## config.mk

```make
export PLATFORM = sky130hd
export DESIGN_NAME = c_subset_token_classifier_flat
export DESIGN_NICKNAME = d
export VERILOG_FILES = /design/src/ctc_pkg.sv /design/src/ctc_char_if.sv /design/src/ctc_token_if.sv /design/src/c_subset_token_classifier.sv /design/src/flat_wrapper.sv
export SDC_FILE = /design/constraint.sdc
export NUM_CORES = 1
export LEC_CHECK = 0
export BUFFER_PORTS_ARGS = -buffer_cell sky130_fd_sc_hd__buf_2
export CORE_MARGIN = 2
export CORE_UTILIZATION = 57
export CTS_BUF_LIST = sky130_fd_sc_hd__clkbuf_8
export CTS_CLUSTER_SIZE = 30
export DETAILED_ROUTE_END_ITERATION = 16
export PLACE_DENSITY = 0.74
export SLEW_MARGIN = 40
export SYNTH_ARGS = -nofsm -noshare
export SYNTH_HDL_FRONTEND = slang
export SYNTH_SLANG_ARGS = --single-unit
```

## constraint.sdc

```tcl
create_clock -name clk_i -period 12.8 [get_ports clk_i]
set_clock_uncertainty 0.2 [all_clocks]
set_input_delay 0.64 -clock clk_i [delete_from_list [all_inputs] [get_ports clk_i]]
set_output_delay 0.64 -clock clk_i [all_outputs]
set_load 0.02 [all_outputs]
```

## src/ctc_pkg.sv

```systemverilog
// ----------------------------------------------------------------------------
// ctc_pkg
// Shared types, constants and character class helpers for the C-subset
// token classifier.
// ----------------------------------------------------------------------------
package ctc_pkg;

  localparam int MAX_TOKEN = 100;
  localparam int LINE_MAX  = 1024;

  localparam int NKW       = 12;
  localparam int KIND_W    = 3;
  localparam int KWN_W     = 4;
  localparam int START_W   = 10;
  localparam int LEN_OUT_W = 7;
  localparam int TOTAL_W   = 11;

  localparam logic [KWN_W-1:0]   KW_NONE   = 4'd12;
  localparam logic [TOTAL_W-1:0] TOTAL_MAX = 11'd2047;

  typedef enum logic [KIND_W-1:0] {
    KIND_KEYWORD = 3'd0,
    KIND_IDENT   = 3'd1,
    KIND_NUMBER  = 3'd2,
    KIND_OPER    = 3'd3,
    KIND_DELIM   = 3'd4,
    KIND_ERROR   = 3'd5,
    KIND_END     = 3'd6
  } kind_e;

  typedef struct packed {
    kind_e                  kind;
    logic [KWN_W-1:0]       kwn;
    logic [START_W-1:0]     start;
    logic [LEN_OUT_W-1:0]   len;
    logic                   clip;
    logic [7:0]             lead;
    logic                   two;
    logic [TOTAL_W-1:0]     total;
  } rec_t;

  // Keyword text, right aligned: first character sits in the highest used byte.
  localparam logic [63:0] KW_STR [NKW] = '{
    64'("if"), 64'("else"), 64'("while"), 64'("for"), 64'("do"), 64'("break"),
    64'("continue"), 64'("return"), 64'("int"), 64'("float"), 64'("char"),
    64'("void")
  };
  localparam logic [3:0] KW_LEN [NKW] = '{
    4'd2, 4'd4, 4'd5, 4'd3, 4'd2, 4'd5, 4'd8, 4'd6, 4'd3, 4'd5, 4'd4, 4'd4
  };

  function automatic logic is_space(logic [7:0] c);
    return (c == 8'd32) || (c >= 8'd9 && c <= 8'd13);
  endfunction

  function automatic logic is_digit(logic [7:0] c);
    return (c >= "0") && (c <= "9");
  endfunction

  function automatic logic is_alpha(logic [7:0] c);
    return (c >= "a" && c <= "z") || (c >= "A" && c <= "Z") || (c == "_");
  endfunction

  function automatic logic is_pairable(logic [7:0] c);
    return (c == "=") || (c == "<") || (c == ">") || (c == "!");
  endfunction

  function automatic logic is_op(logic [7:0] c);
    return is_pairable(c) || (c == "+") || (c == "-") || (c == "*") || (c == "/");
  endfunction

  function automatic logic is_delim(logic [7:0] c);
    return (c == "(") || (c == ")") || (c == ";") || (c == "{") || (c == "}") ||
           (c == ",");
  endfunction

  // Character idx of keyword k equals c.
  function automatic logic kw_char_ok(int k, logic [7:0] idx, logic [7:0] c);
    logic       in_rng;
    logic [7:0] b;
    logic [5:0] sh;
    in_rng = idx < 8'(KW_LEN[k]);
    sh     = '0;
    if (in_rng) begin
      sh = 6'(8 * (int'(KW_LEN[k]) - 1 - int'(idx)));
    end
    b = 8'(KW_STR[k] >> sh);
    return in_rng && (b == c);
  endfunction

  function automatic logic [KWN_W-1:0] kw_find(logic [NKW-1:0] mask, logic [7:0] len,
                                               logic clip);
    logic [KWN_W-1:0] kwn;
    kwn = KW_NONE;
    for (int k = 0; k < NKW; k++) begin
      if (!clip && mask[k] && (len == 8'(KW_LEN[k]))) begin
        kwn = KWN_W'(k);
      end
    end
    return kwn;
  endfunction

  function automatic logic [TOTAL_W-1:0] bump(logic [TOTAL_W-1:0] tot);
    return (tot < TOTAL_MAX) ? tot + 11'd1 : tot;
  endfunction

endpackage

```

## src/ctc_char_if.sv

```systemverilog
// ----------------------------------------------------------------------------
// ctc_char_if
// Character channel: one source byte per item, with the end-of-line mark.
// ----------------------------------------------------------------------------
interface ctc_char_if;
  logic       valid;
  logic       ready;
  logic [7:0] ch;
  logic       line_end;

  modport source (output valid, output ch, output line_end, input ready);
  modport sink   (input valid, input ch, input line_end, output ready);
endinterface

```

## src/ctc_token_if.sv

```systemverilog
// ----------------------------------------------------------------------------
// ctc_token_if
// Token channel: one token record or end record per item.
// ----------------------------------------------------------------------------
interface ctc_token_if;
  logic                            valid;
  logic                            ready;
  logic [ctc_pkg::KIND_W-1:0]      token_kind;
  logic [ctc_pkg::KWN_W-1:0]       keyword_number;
  logic [ctc_pkg::START_W-1:0]     token_start;
  logic [ctc_pkg::LEN_OUT_W-1:0]   token_length;
  logic                            length_clipped;
  logic [7:0]                      lead_char;
  logic                            two_char_op;
  logic [ctc_pkg::TOTAL_W-1:0]     tokens_so_far;
  logic                            run_last;

  modport source (output valid, output token_kind, output keyword_number,
                  output token_start, output token_length, output length_clipped,
                  output lead_char, output two_char_op, output tokens_so_far,
                  output run_last, input ready);
  modport sink   (input valid, input token_kind, input keyword_number,
                  input token_start, input token_length, input length_clipped,
                  input lead_char, input two_char_op, input tokens_so_far,
                  input run_last, output ready);
endinterface

```

## src/c_subset_token_classifier.sv

```systemverilog
// ----------------------------------------------------------------------------
// c_subset_token_classifier
// Splits a source line, one character per item, into classified tokens.
// ----------------------------------------------------------------------------
// Usage:
//   char_i carries one byte per item plus line_end on the last byte of a line.
//   token_o gives token records in line order; each character item yields
//   zero to three records, and run_last marks the last record of that item.
//   The item with line_end flushes a pending token and adds an end record
//   carrying the line's token count, then the line state restarts.
// Latency: the first record of an item is visible on token_o the cycle after the
//   item is accepted (when the output queue is empty).
// Throughput: one character per cycle while token_o.ready is high and each
//   character yields at most one record; else the output port, one record
//   per cycle, sets the pace. Records are grouped per item in a two-entry
//   queue, so a new character is taken while an earlier group waits to drain.
// Stall: when token_o.ready is low the queue fills and char_i.ready drops
//   once both group entries hold records.
// Reset: line state returns to idle, count zero, queue empty.
// ----------------------------------------------------------------------------
module c_subset_token_classifier #(
  parameter int MaxToken = ctc_pkg::MAX_TOKEN,
  parameter int LineMax  = ctc_pkg::LINE_MAX
) (
  input  logic                clk_i,
  input  logic                rst_ni,
  ctc_char_if.sink            char_i,
  ctc_token_if.source         token_o
);

  localparam int LenW = $clog2(MaxToken + 1);
  localparam int PosW = $clog2(LineMax);

  typedef enum logic [1:0] {
    MODE_IDLE,
    MODE_IDENT,
    MODE_NUM,
    MODE_OP
  } mode_e;

  typedef struct packed {
    logic [LenW-1:0]         len;
    logic                    clip;
    logic [ctc_pkg::NKW-1:0] mask;
  } ext_t;

  typedef struct packed {
    ctc_pkg::rec_t [2:0] rec;
    logic [1:0]          n;
  } group_t;

  localparam ext_t EXT_CLR = '{len: '0, clip: 1'b0, mask: '1};

  // Add one character to the pending token and narrow the keyword candidates; at MaxToken, mark it clipped instead.
  function automatic ext_t extend_tok(ext_t s, logic [7:0] c);
    ext_t r;
    r = s;
    if (s.len < LenW'(MaxToken)) begin
      for (int k = 0; k < ctc_pkg::NKW; k++) begin
        if (!ctc_pkg::kw_char_ok(k, 8'(s.len), c)) begin
          r.mask[k] = 1'b0;
        end
      end
      r.len = s.len + LenW'(1);
    end else begin
      r.clip = 1'b1;
      r.mask = '0;
    end
    return r;
  endfunction

  function automatic ctc_pkg::rec_t flush_rec(mode_e m, logic [ctc_pkg::START_W-1:0] st,
                                              ext_t e, logic [7:0] ld);
    ctc_pkg::rec_t r;
    r       = '0;
    r.start = st;
    r.lead  = ld;
    r.kwn   = ctc_pkg::KW_NONE;
    case (m)
      MODE_IDENT: begin
        r.kwn  = ctc_pkg::kw_find(e.mask, 8'(e.len), e.clip);
        r.kind = (r.kwn != ctc_pkg::KW_NONE) ? ctc_pkg::KIND_KEYWORD
                                             : ctc_pkg::KIND_IDENT;
        r.len  = ctc_pkg::LEN_OUT_W'(e.len);
        r.clip = e.clip;
      end
      MODE_NUM: begin
        r.kind = ctc_pkg::KIND_NUMBER;
        r.len  = ctc_pkg::LEN_OUT_W'(e.len);
        r.clip = e.clip;
      end
      default: begin
        r.kind = ctc_pkg::KIND_OPER;
        r.len  = 7'd1;
      end
    endcase
    return r;
  endfunction

  function automatic ctc_pkg::rec_t char_rec(ctc_pkg::kind_e k,
                                             logic [ctc_pkg::START_W-1:0] st,
                                             logic [7:0] c);
    ctc_pkg::rec_t r;
    r       = '0;
    r.kind  = k;
    r.kwn   = ctc_pkg::KW_NONE;
    r.start = st;
    r.len   = 7'd1;
    r.lead  = c;
    return r;
  endfunction

  // Line state
  mode_e                            mode_q, mode_d;
  ext_t                             ext_q, ext_d;
  logic [7:0]                       lead_q, lead_d;
  logic [ctc_pkg::START_W-1:0]      start_q, start_d;
  logic [PosW-1:0]                  pos_q, pos_d;
  logic [ctc_pkg::TOTAL_W-1:0]      total_q, total_d;

  // Records of the current item
  ctc_pkg::rec_t [2:0]              recs;
  logic [1:0]                       nrec;
  ctc_pkg::rec_t                    r;
  logic                             used;
  logic [7:0]                       c;
  logic [ctc_pkg::START_W-1:0]      pos_s;

  // Output group queue
  group_t                           grp_q [2];
  logic                             wr_q, rd_q;
  logic [1:0]                       cnt_q;
  logic [1:0]                       slot_q;
  group_t                           head;
  ctc_pkg::rec_t                    cur;
  logic                             in_fire, out_fire, push, pop, run_last;

  assign c     = char_i.ch;
  assign pos_s = ctc_pkg::START_W'(pos_q);

  always_comb begin
    mode_d  = mode_q;
    ext_d   = ext_q;
    lead_d  = lead_q;
    start_d = start_q;
    total_d = total_q;
    recs    = '0;
    nrec    = 2'd0;
    r       = '0;
    used    = 1'b0;

    // Pending token: continue it or close it
    unique case (mode_q) inside
      MODE_IDENT, MODE_NUM: begin
        if (ctc_pkg::is_digit(c) || (mode_q == MODE_IDENT && ctc_pkg::is_alpha(c))) begin
          ext_d = extend_tok(ext_q, c);
          used  = 1'b1;
        end else begin
          r          = flush_rec(mode_q, start_q, ext_q, lead_q);
          total_d    = ctc_pkg::bump(total_d);
          r.total    = total_d;
          recs[nrec] = r;
          nrec       = nrec + 2'd1;
          mode_d     = MODE_IDLE;
          ext_d      = EXT_CLR;
        end
      end
      MODE_OP: begin
        r = flush_rec(mode_q, start_q, ext_q, lead_q);
        if (c == "=") begin
          r.len = 7'd2;
          r.two = 1'b1;
          used  = 1'b1;
        end else begin
          ext_d = EXT_CLR;
        end
        total_d    = ctc_pkg::bump(total_d);
        r.total    = total_d;
        recs[nrec] = r;
        nrec       = nrec + 2'd1;
        mode_d     = MODE_IDLE;
      end
      MODE_IDLE: begin
      end
    endcase

    // Character not absorbed: start a token or emit a one-character one
    if (!used && !ctc_pkg::is_space(c)) begin
      if (ctc_pkg::is_alpha(c) || ctc_pkg::is_digit(c) || ctc_pkg::is_pairable(c)) begin
        mode_d  = ctc_pkg::is_alpha(c) ? MODE_IDENT :
                  ctc_pkg::is_digit(c) ? MODE_NUM : MODE_OP;
        start_d = pos_s;
        lead_d  = c;
        ext_d   = ctc_pkg::is_pairable(c) ? EXT_CLR : extend_tok(EXT_CLR, c);
      end else begin
        r = char_rec(ctc_pkg::is_op(c)    ? ctc_pkg::KIND_OPER  :
                     ctc_pkg::is_delim(c) ? ctc_pkg::KIND_DELIM : ctc_pkg::KIND_ERROR,
                     pos_s, c);
        total_d    = ctc_pkg::bump(total_d);
        r.total    = total_d;
        recs[nrec] = r;
        nrec       = nrec + 2'd1;
      end
    end

    pos_d = (pos_q < PosW'(LineMax - 1)) ? pos_q + PosW'(1) : pos_q;

    // End of line: flush, end record, back to reset state
    if (char_i.line_end) begin
      if (mode_d != MODE_IDLE) begin
        r          = flush_rec(mode_d, start_d, ext_d, lead_d);
        total_d    = ctc_pkg::bump(total_d);
        r.total    = total_d;
        recs[nrec] = r;
        nrec       = nrec + 2'd1;
      end
      r          = '0;
      r.kind     = ctc_pkg::KIND_END;
      r.kwn      = ctc_pkg::KW_NONE;
      r.total    = total_d;
      recs[nrec] = r;
      nrec       = nrec + 2'd1;
      mode_d     = MODE_IDLE;
      ext_d      = EXT_CLR;
      lead_d     = '0;
      start_d    = '0;
      pos_d      = '0;
      total_d    = '0;
    end
  end

  assign in_fire  = char_i.valid && char_i.ready;
  assign out_fire = token_o.valid && token_o.ready;
  assign push     = in_fire && (nrec != 2'd0);
  assign head     = grp_q[rd_q];
  assign cur      = head.rec[slot_q];
  assign run_last = (slot_q == head.n - 2'd1);
  assign pop      = out_fire && run_last;

  assign char_i.ready = (cnt_q != 2'd2);

  always_ff @(posedge clk_i or negedge rst_ni) begin
    if (!rst_ni) begin
      mode_q  <= MODE_IDLE;
      ext_q   <= EXT_CLR;
      lead_q  <= '0;
      start_q <= '0;
      pos_q   <= '0;
      total_q <= '0;
    end else if (in_fire) begin
      mode_q  <= mode_d;
      ext_q   <= ext_d;
      lead_q  <= lead_d;
      start_q <= start_d;
      pos_q   <= pos_d;
      total_q <= total_d;
    end
  end

  always_ff @(posedge clk_i or negedge rst_ni) begin
    if (!rst_ni) begin
      wr_q   <= 1'b0;
      rd_q   <= 1'b0;
      cnt_q  <= 2'd0;
      slot_q <= 2'd0;
    end else begin
      if (push) begin
        wr_q <= ~wr_q;
      end
      if (pop) begin
        rd_q   <= ~rd_q;
        slot_q <= 2'd0;
      end else if (out_fire) begin
        slot_q <= slot_q + 2'd1;
      end
      cnt_q <= cnt_q + 2'(push) - 2'(pop);
    end
  end

  // Group payload, no reset needed
  always_ff @(posedge clk_i) begin
    if (push) begin
      grp_q[wr_q] <= '{rec: recs, n: nrec};
    end
  end

  assign token_o.valid          = (cnt_q != 2'd0);
  assign token_o.token_kind     = cur.kind;
  assign token_o.keyword_number = cur.kwn;
  assign token_o.token_start    = cur.start;
  assign token_o.token_length   = cur.len;
  assign token_o.length_clipped = cur.clip;
  assign token_o.lead_char      = cur.lead;
  assign token_o.two_char_op    = cur.two;
  assign token_o.tokens_so_far  = cur.total;
  assign token_o.run_last       = run_last;

endmodule
```

## src/flat_wrapper.sv

```systemverilog
// flat-port wrapper written by rule: the top's interface ports become plain ports
module c_subset_token_classifier_flat 
#(
  parameter int MaxToken = ctc_pkg::MAX_TOKEN,
  parameter int LineMax  = ctc_pkg::LINE_MAX
)
  (clk_i, rst_ni, char_i_valid, char_i_ch, char_i_line_end, char_i_ready, token_o_valid, token_o_token_kind, token_o_keyword_number, token_o_token_start, token_o_token_length, token_o_length_clipped, token_o_lead_char, token_o_two_char_op, token_o_tokens_so_far, token_o_run_last, token_o_ready);
  ctc_char_if char_i_i ();
  ctc_token_if token_o_i ();
  input  logic clk_i;
  input  logic rst_ni;
  input wire logic [$bits(char_i_i.valid)-1:0] char_i_valid;
  input wire logic [$bits(char_i_i.ch)-1:0] char_i_ch;
  input wire logic [$bits(char_i_i.line_end)-1:0] char_i_line_end;
  output wire logic [$bits(char_i_i.ready)-1:0] char_i_ready;
  output wire logic [$bits(token_o_i.valid)-1:0] token_o_valid;
  output wire logic [$bits(token_o_i.token_kind)-1:0] token_o_token_kind;
  output wire logic [$bits(token_o_i.keyword_number)-1:0] token_o_keyword_number;
  output wire logic [$bits(token_o_i.token_start)-1:0] token_o_token_start;
  output wire logic [$bits(token_o_i.token_length)-1:0] token_o_token_length;
  output wire logic [$bits(token_o_i.length_clipped)-1:0] token_o_length_clipped;
  output wire logic [$bits(token_o_i.lead_char)-1:0] token_o_lead_char;
  output wire logic [$bits(token_o_i.two_char_op)-1:0] token_o_two_char_op;
  output wire logic [$bits(token_o_i.tokens_so_far)-1:0] token_o_tokens_so_far;
  output wire logic [$bits(token_o_i.run_last)-1:0] token_o_run_last;
  input wire logic [$bits(token_o_i.ready)-1:0] token_o_ready;
  assign char_i_i.valid = char_i_valid;
  assign char_i_i.ch = char_i_ch;
  assign char_i_i.line_end = char_i_line_end;
  assign char_i_ready = char_i_i.ready;
  assign token_o_valid = token_o_i.valid;
  assign token_o_token_kind = token_o_i.token_kind;
  assign token_o_keyword_number = token_o_i.keyword_number;
  assign token_o_token_start = token_o_i.token_start;
  assign token_o_token_length = token_o_i.token_length;
  assign token_o_length_clipped = token_o_i.length_clipped;
  assign token_o_lead_char = token_o_i.lead_char;
  assign token_o_two_char_op = token_o_i.two_char_op;
  assign token_o_tokens_so_far = token_o_i.tokens_so_far;
  assign token_o_run_last = token_o_i.run_last;
  assign token_o_i.ready = token_o_ready;
  c_subset_token_classifier #(.MaxToken(MaxToken), .LineMax(LineMax)) u_core (.clk_i(clk_i), .rst_ni(rst_ni), .char_i(char_i_i), .token_o(token_o_i));
endmodule
```

==> impl_metrics.env <==
export IMPL_ys_warn_count=0
export IMPL_cp_start_kind="register"
export IMPL_grt_usage=0.332
export IMPL_hold_class="in2reg"
export IMPL_crit_arrival_ns=6.96
export IMPL_antennaDiodeCount=0
export IMPL_cts_setup_buffers=0
export IMPL_clk_path_buf_depth=3
export IMPL_wl_per_cell_um=24.7
export IMPL_path_cells="inv_1 > ha_1 > inv_1 > nor2_1 > a211o_1 > a21oi_1 > and2_1 > nor2_1 > inv_1 > ha_1 > buf_4 > inv_1 > xnor2_1 > ha_1 > mux2i_1 > o21ai_0 > inv_1 > and2_4 > buf_12 > buf_6"
export IMPL_antenna_found_initial=0
export IMPL_setup_viol=0
export IMPL_swShare=0.421
export IMPL_seq_area_um2=9810
export IMPL_nFillCells=2789
export IMPL_port_buffers=60
export IMPL_tritoncts_num_buffers=53
export IMPL_drt_pass1_iterations=7
export IMPL_fp_dieArea_um2=37000
export IMPL_cts_tree="done"
export IMPL_pwr_share_clk=0.179
export IMPL_areaGrowthSynthToFinish_pct=8.18
export IMPL_path_common_cell="inv_1"
export IMPL_avgSynthCellArea_um2=10.3
export IMPL_worstSetupPathType="reg2reg"
export IMPL_worstPathRequired_ns=12.84
export IMPL_leakage_nw=8.12
export IMPL_post_route_util=0.630
export IMPL_start_util=0.582
export IMPL_p_total_mw=4.72
export IMPL_clk_insertion_delay_late_ns=0.62
export IMPL_pwr_density_cell_nw_per_um2=216
export IMPL_p_switching_mw=1.99
export IMPL_intPower_mw=2.73
export IMPL_r2r_slack_ns=5.88
export IMPL_maxSlewViolCount=0
export IMPL_htree_levels=2
export IMPL_grt_pass1_wl_um=93900
export IMPL_worstMarginPinSlew_ns=0.959
export IMPL_crit_family="buffers and inverters"
export IMPL_synthCells=1968
export IMPL_yosys_top_cells_count="edfxtp_1 (270), nand2_1 (190), nor2_1 (157)"
export IMPL_nets=2028
export IMPL_ir_worst_vdd_mv=0.295
export IMPL_root_buffer="clkbuf_8"
export IMPL_synth_area_leaders="edfxtp_1 (40%), dfrtp_1 (6.8%), mux4_2 (4.9%)"
export IMPL_clkTransAtPathRegs_ns=0.06
export IMPL_critical_path_peak_fanout=66
export IMPL_critical_path_max_stage_delay_ns=0.62
export IMPL_yosys_area_top_type="edfxtp_1"
export IMPL_netlist_area_leader_share=0.401
export IMPL_cts_sinks=337
export IMPL_yosys_register_bits=337
export IMPL_synth_most_common_cell="edfxtp_1"
export IMPL_routed_via_density=6.86
export IMPL_overflow=0
export IMPL_drc=0
export IMPL_core_um2=34700
export IMPL_final_antenna_net_count=0
export IMPL_grt_setup_unrepaired="no"
export IMPL_tns_ns=0
export IMPL_synth_nets=2027
export IMPL_synth_flop_cell="edfxtp_1"
export IMPL_die_h_um=192
export IMPL_row_count=68
export IMPL_status="complete, no violations"
export IMPL_multi_input_area_um2=9580
export IMPL_relSlewSlack=0.361
export IMPL_yosysUniqueCellTypes=97
export IMPL_wirelength_um=60900
export IMPL_max_freq_mhz=144
export IMPL_grt_max_degree=70
export IMPL_ioPinCount=61
export IMPL_drive_gt1_frac=0.138
export IMPL_drv_cap=0
export IMPL_via_count=16900
export IMPL_critPathSlowestCell="ha_1"
export IMPL_final_hold_viol_count=0
export IMPL_synth_edf_count=270
export IMPL_die_w_um=192
export IMPL_async_flop_share=0.199
export IMPL_power_frac_comb=0.453
export IMPL_cp_end_kind="register"
export IMPL_finalWeightedCongestion=1.04
export IMPL_first_global_vias=16400
export IMPL_dp_hpwl_um=41700
export IMPL_seq_area_frac_synth=0.485
export IMPL_seqPwrFrac=0.368
export IMPL_finalCritPeriodShare=0.541
export IMPL_critPathBufInv=8
export IMPL_first_iter_violations=2149
export IMPL_syn_area_um2=20200
export IMPL_post_route_min_period_ns=6.92
## through the flow
stage / cell area, um2 / setup WS (ns) / hold WS, ns / cells
finish: 21900 / 5.88 / 0.196 / 2469
CTS: 21800 / 5.71 / 0.165 / 2467
floorplan: 20200 / 1.88 / 0.144 / 1968
global route: 21900 / 5.49 / 0.226 / 2469
global placement: 20800 / 5.37 / 0.278 / 2365
detailed placement: 20800 / 5.27 / 0.296 / 2366
## layer usage
| metal | up-vias | track usage | part of all wire |
|---|---|---|---|
| met5 | - | 0 | 0 |
| met4 | 0 | 0.110 | 0.030 |
| met3 | 141 | 0.0626 | 0.10 |
| met2 | 1049 | 0.523 | 0.46 |
| met1 | 8269 | 0.465 | 0.41 |
| li1 | 7480 | - | - |
## power groups by stage
stage / sequential, mW / combinational, mW / clock, mW
after floorplan: 1.73 / 1.49 / 0
after global placement: 1.76 / 2.03 / 0
after CTS: 1.76 / 2.09 / 0.850
after global routing: 1.76 / 2.31 / 0.901
final: 1.74 / 2.14 / 0.844
after detailed placement: 1.78 / 2.08 / 0
## tightest hold or removal path: cells and delay by family
kind                   cells  cell delay [ns]
AO/OA/AOI/OAI              1             0.07
buffers and inverters      1             0.08
AND/OR/NAND/NOR            2             0.17
## cells in the final DEF, fill, tap and decap left out, types with 11 or more instances in the layout
master	n
edfxtp_1	270
mux2i_1	63
xor2_1	23
nand2_1	190
nand3_1	55
and3_1	23
a31oi_1	20
nor4_1	14
xnor2_1	23
a21oi_1	104
nor3_1	47
nor2b_1	20
clkbuf_8	58
dfstp_2	12
nand4_1	25
mux4_2	44
buf_2	60
ha_1	46
a22o_1	11
o31ai_1	14
and2_1	13
buf_4	23
a22oi_1	46
a211oi_1	11
inv_1	111
nor2_1	153
dfrtp_1	52
a21boi_0	19
o21ai_0	112
o22ai_1	69
o211ai_1	11
nand2b_1	21
## kinds of logic after synthesis
logic type / after synthesis / share of synthesized area
buf+inv: 237 / 0.0455
mux: 113 / 0.0837
flops: 337 / 0.485
simple gates: 636 / 0.154
compound gates: 553 / 0.184
fa+ha+maj: 46 / 0.0285
xor+xnor: 46 / 0.0199
## repair_timing
item	in CTS	in global routing
resized for setup	0	0
endpoints found under the hold margin	52	0
endpoints found under the setup margin	0	0
hold buffers	1	0
## registers in the layout, summed over array words and instances (netlist names)
register and flops:
u_core.mode_q 2, u_core.rd_q 1, u_core.ext_q 20, u_core.pos_q 10, u_core.lead_q 8, u_core.start_q 10, u_core.cnt_q 2, u_core.wr_q 1
u_core.slot_q 2, u_core.total_q 11, u_core.grp_q 270
## worst paths after layout
kind	start	end	cells past startpoint
max	u_core.mode_q[0]	u_core.grp_q[1][104]	20
min	token_o_ready	u_core.slot_q[0]	4
max reg2reg	u_core.mode_q[0]	u_core.grp_q[1][104]	20
min reg2reg	u_core.cnt_q[1]	u_core.cnt_q[1]	1
max in group asynchronous	rst_ni	u_core.rd_q	3
min in group asynchronous	rst_ni	u_core.total_q[4]	3
## cell type report
| class | count | area share |
|---|---|---|
| timing repair buffer | 91 | 0.0265 |
| multi-input combinational | 1394 | 0.438 |
| sequential | 337 | 0.448 |
| inverter | 92 | 0.0158 |
| clock inverter | 42 | 0.00870 |
| clock buffer | 58 | 0.0365 |
| tap | 455 | 0.0260 |
(Power assumes the default switching activity.)
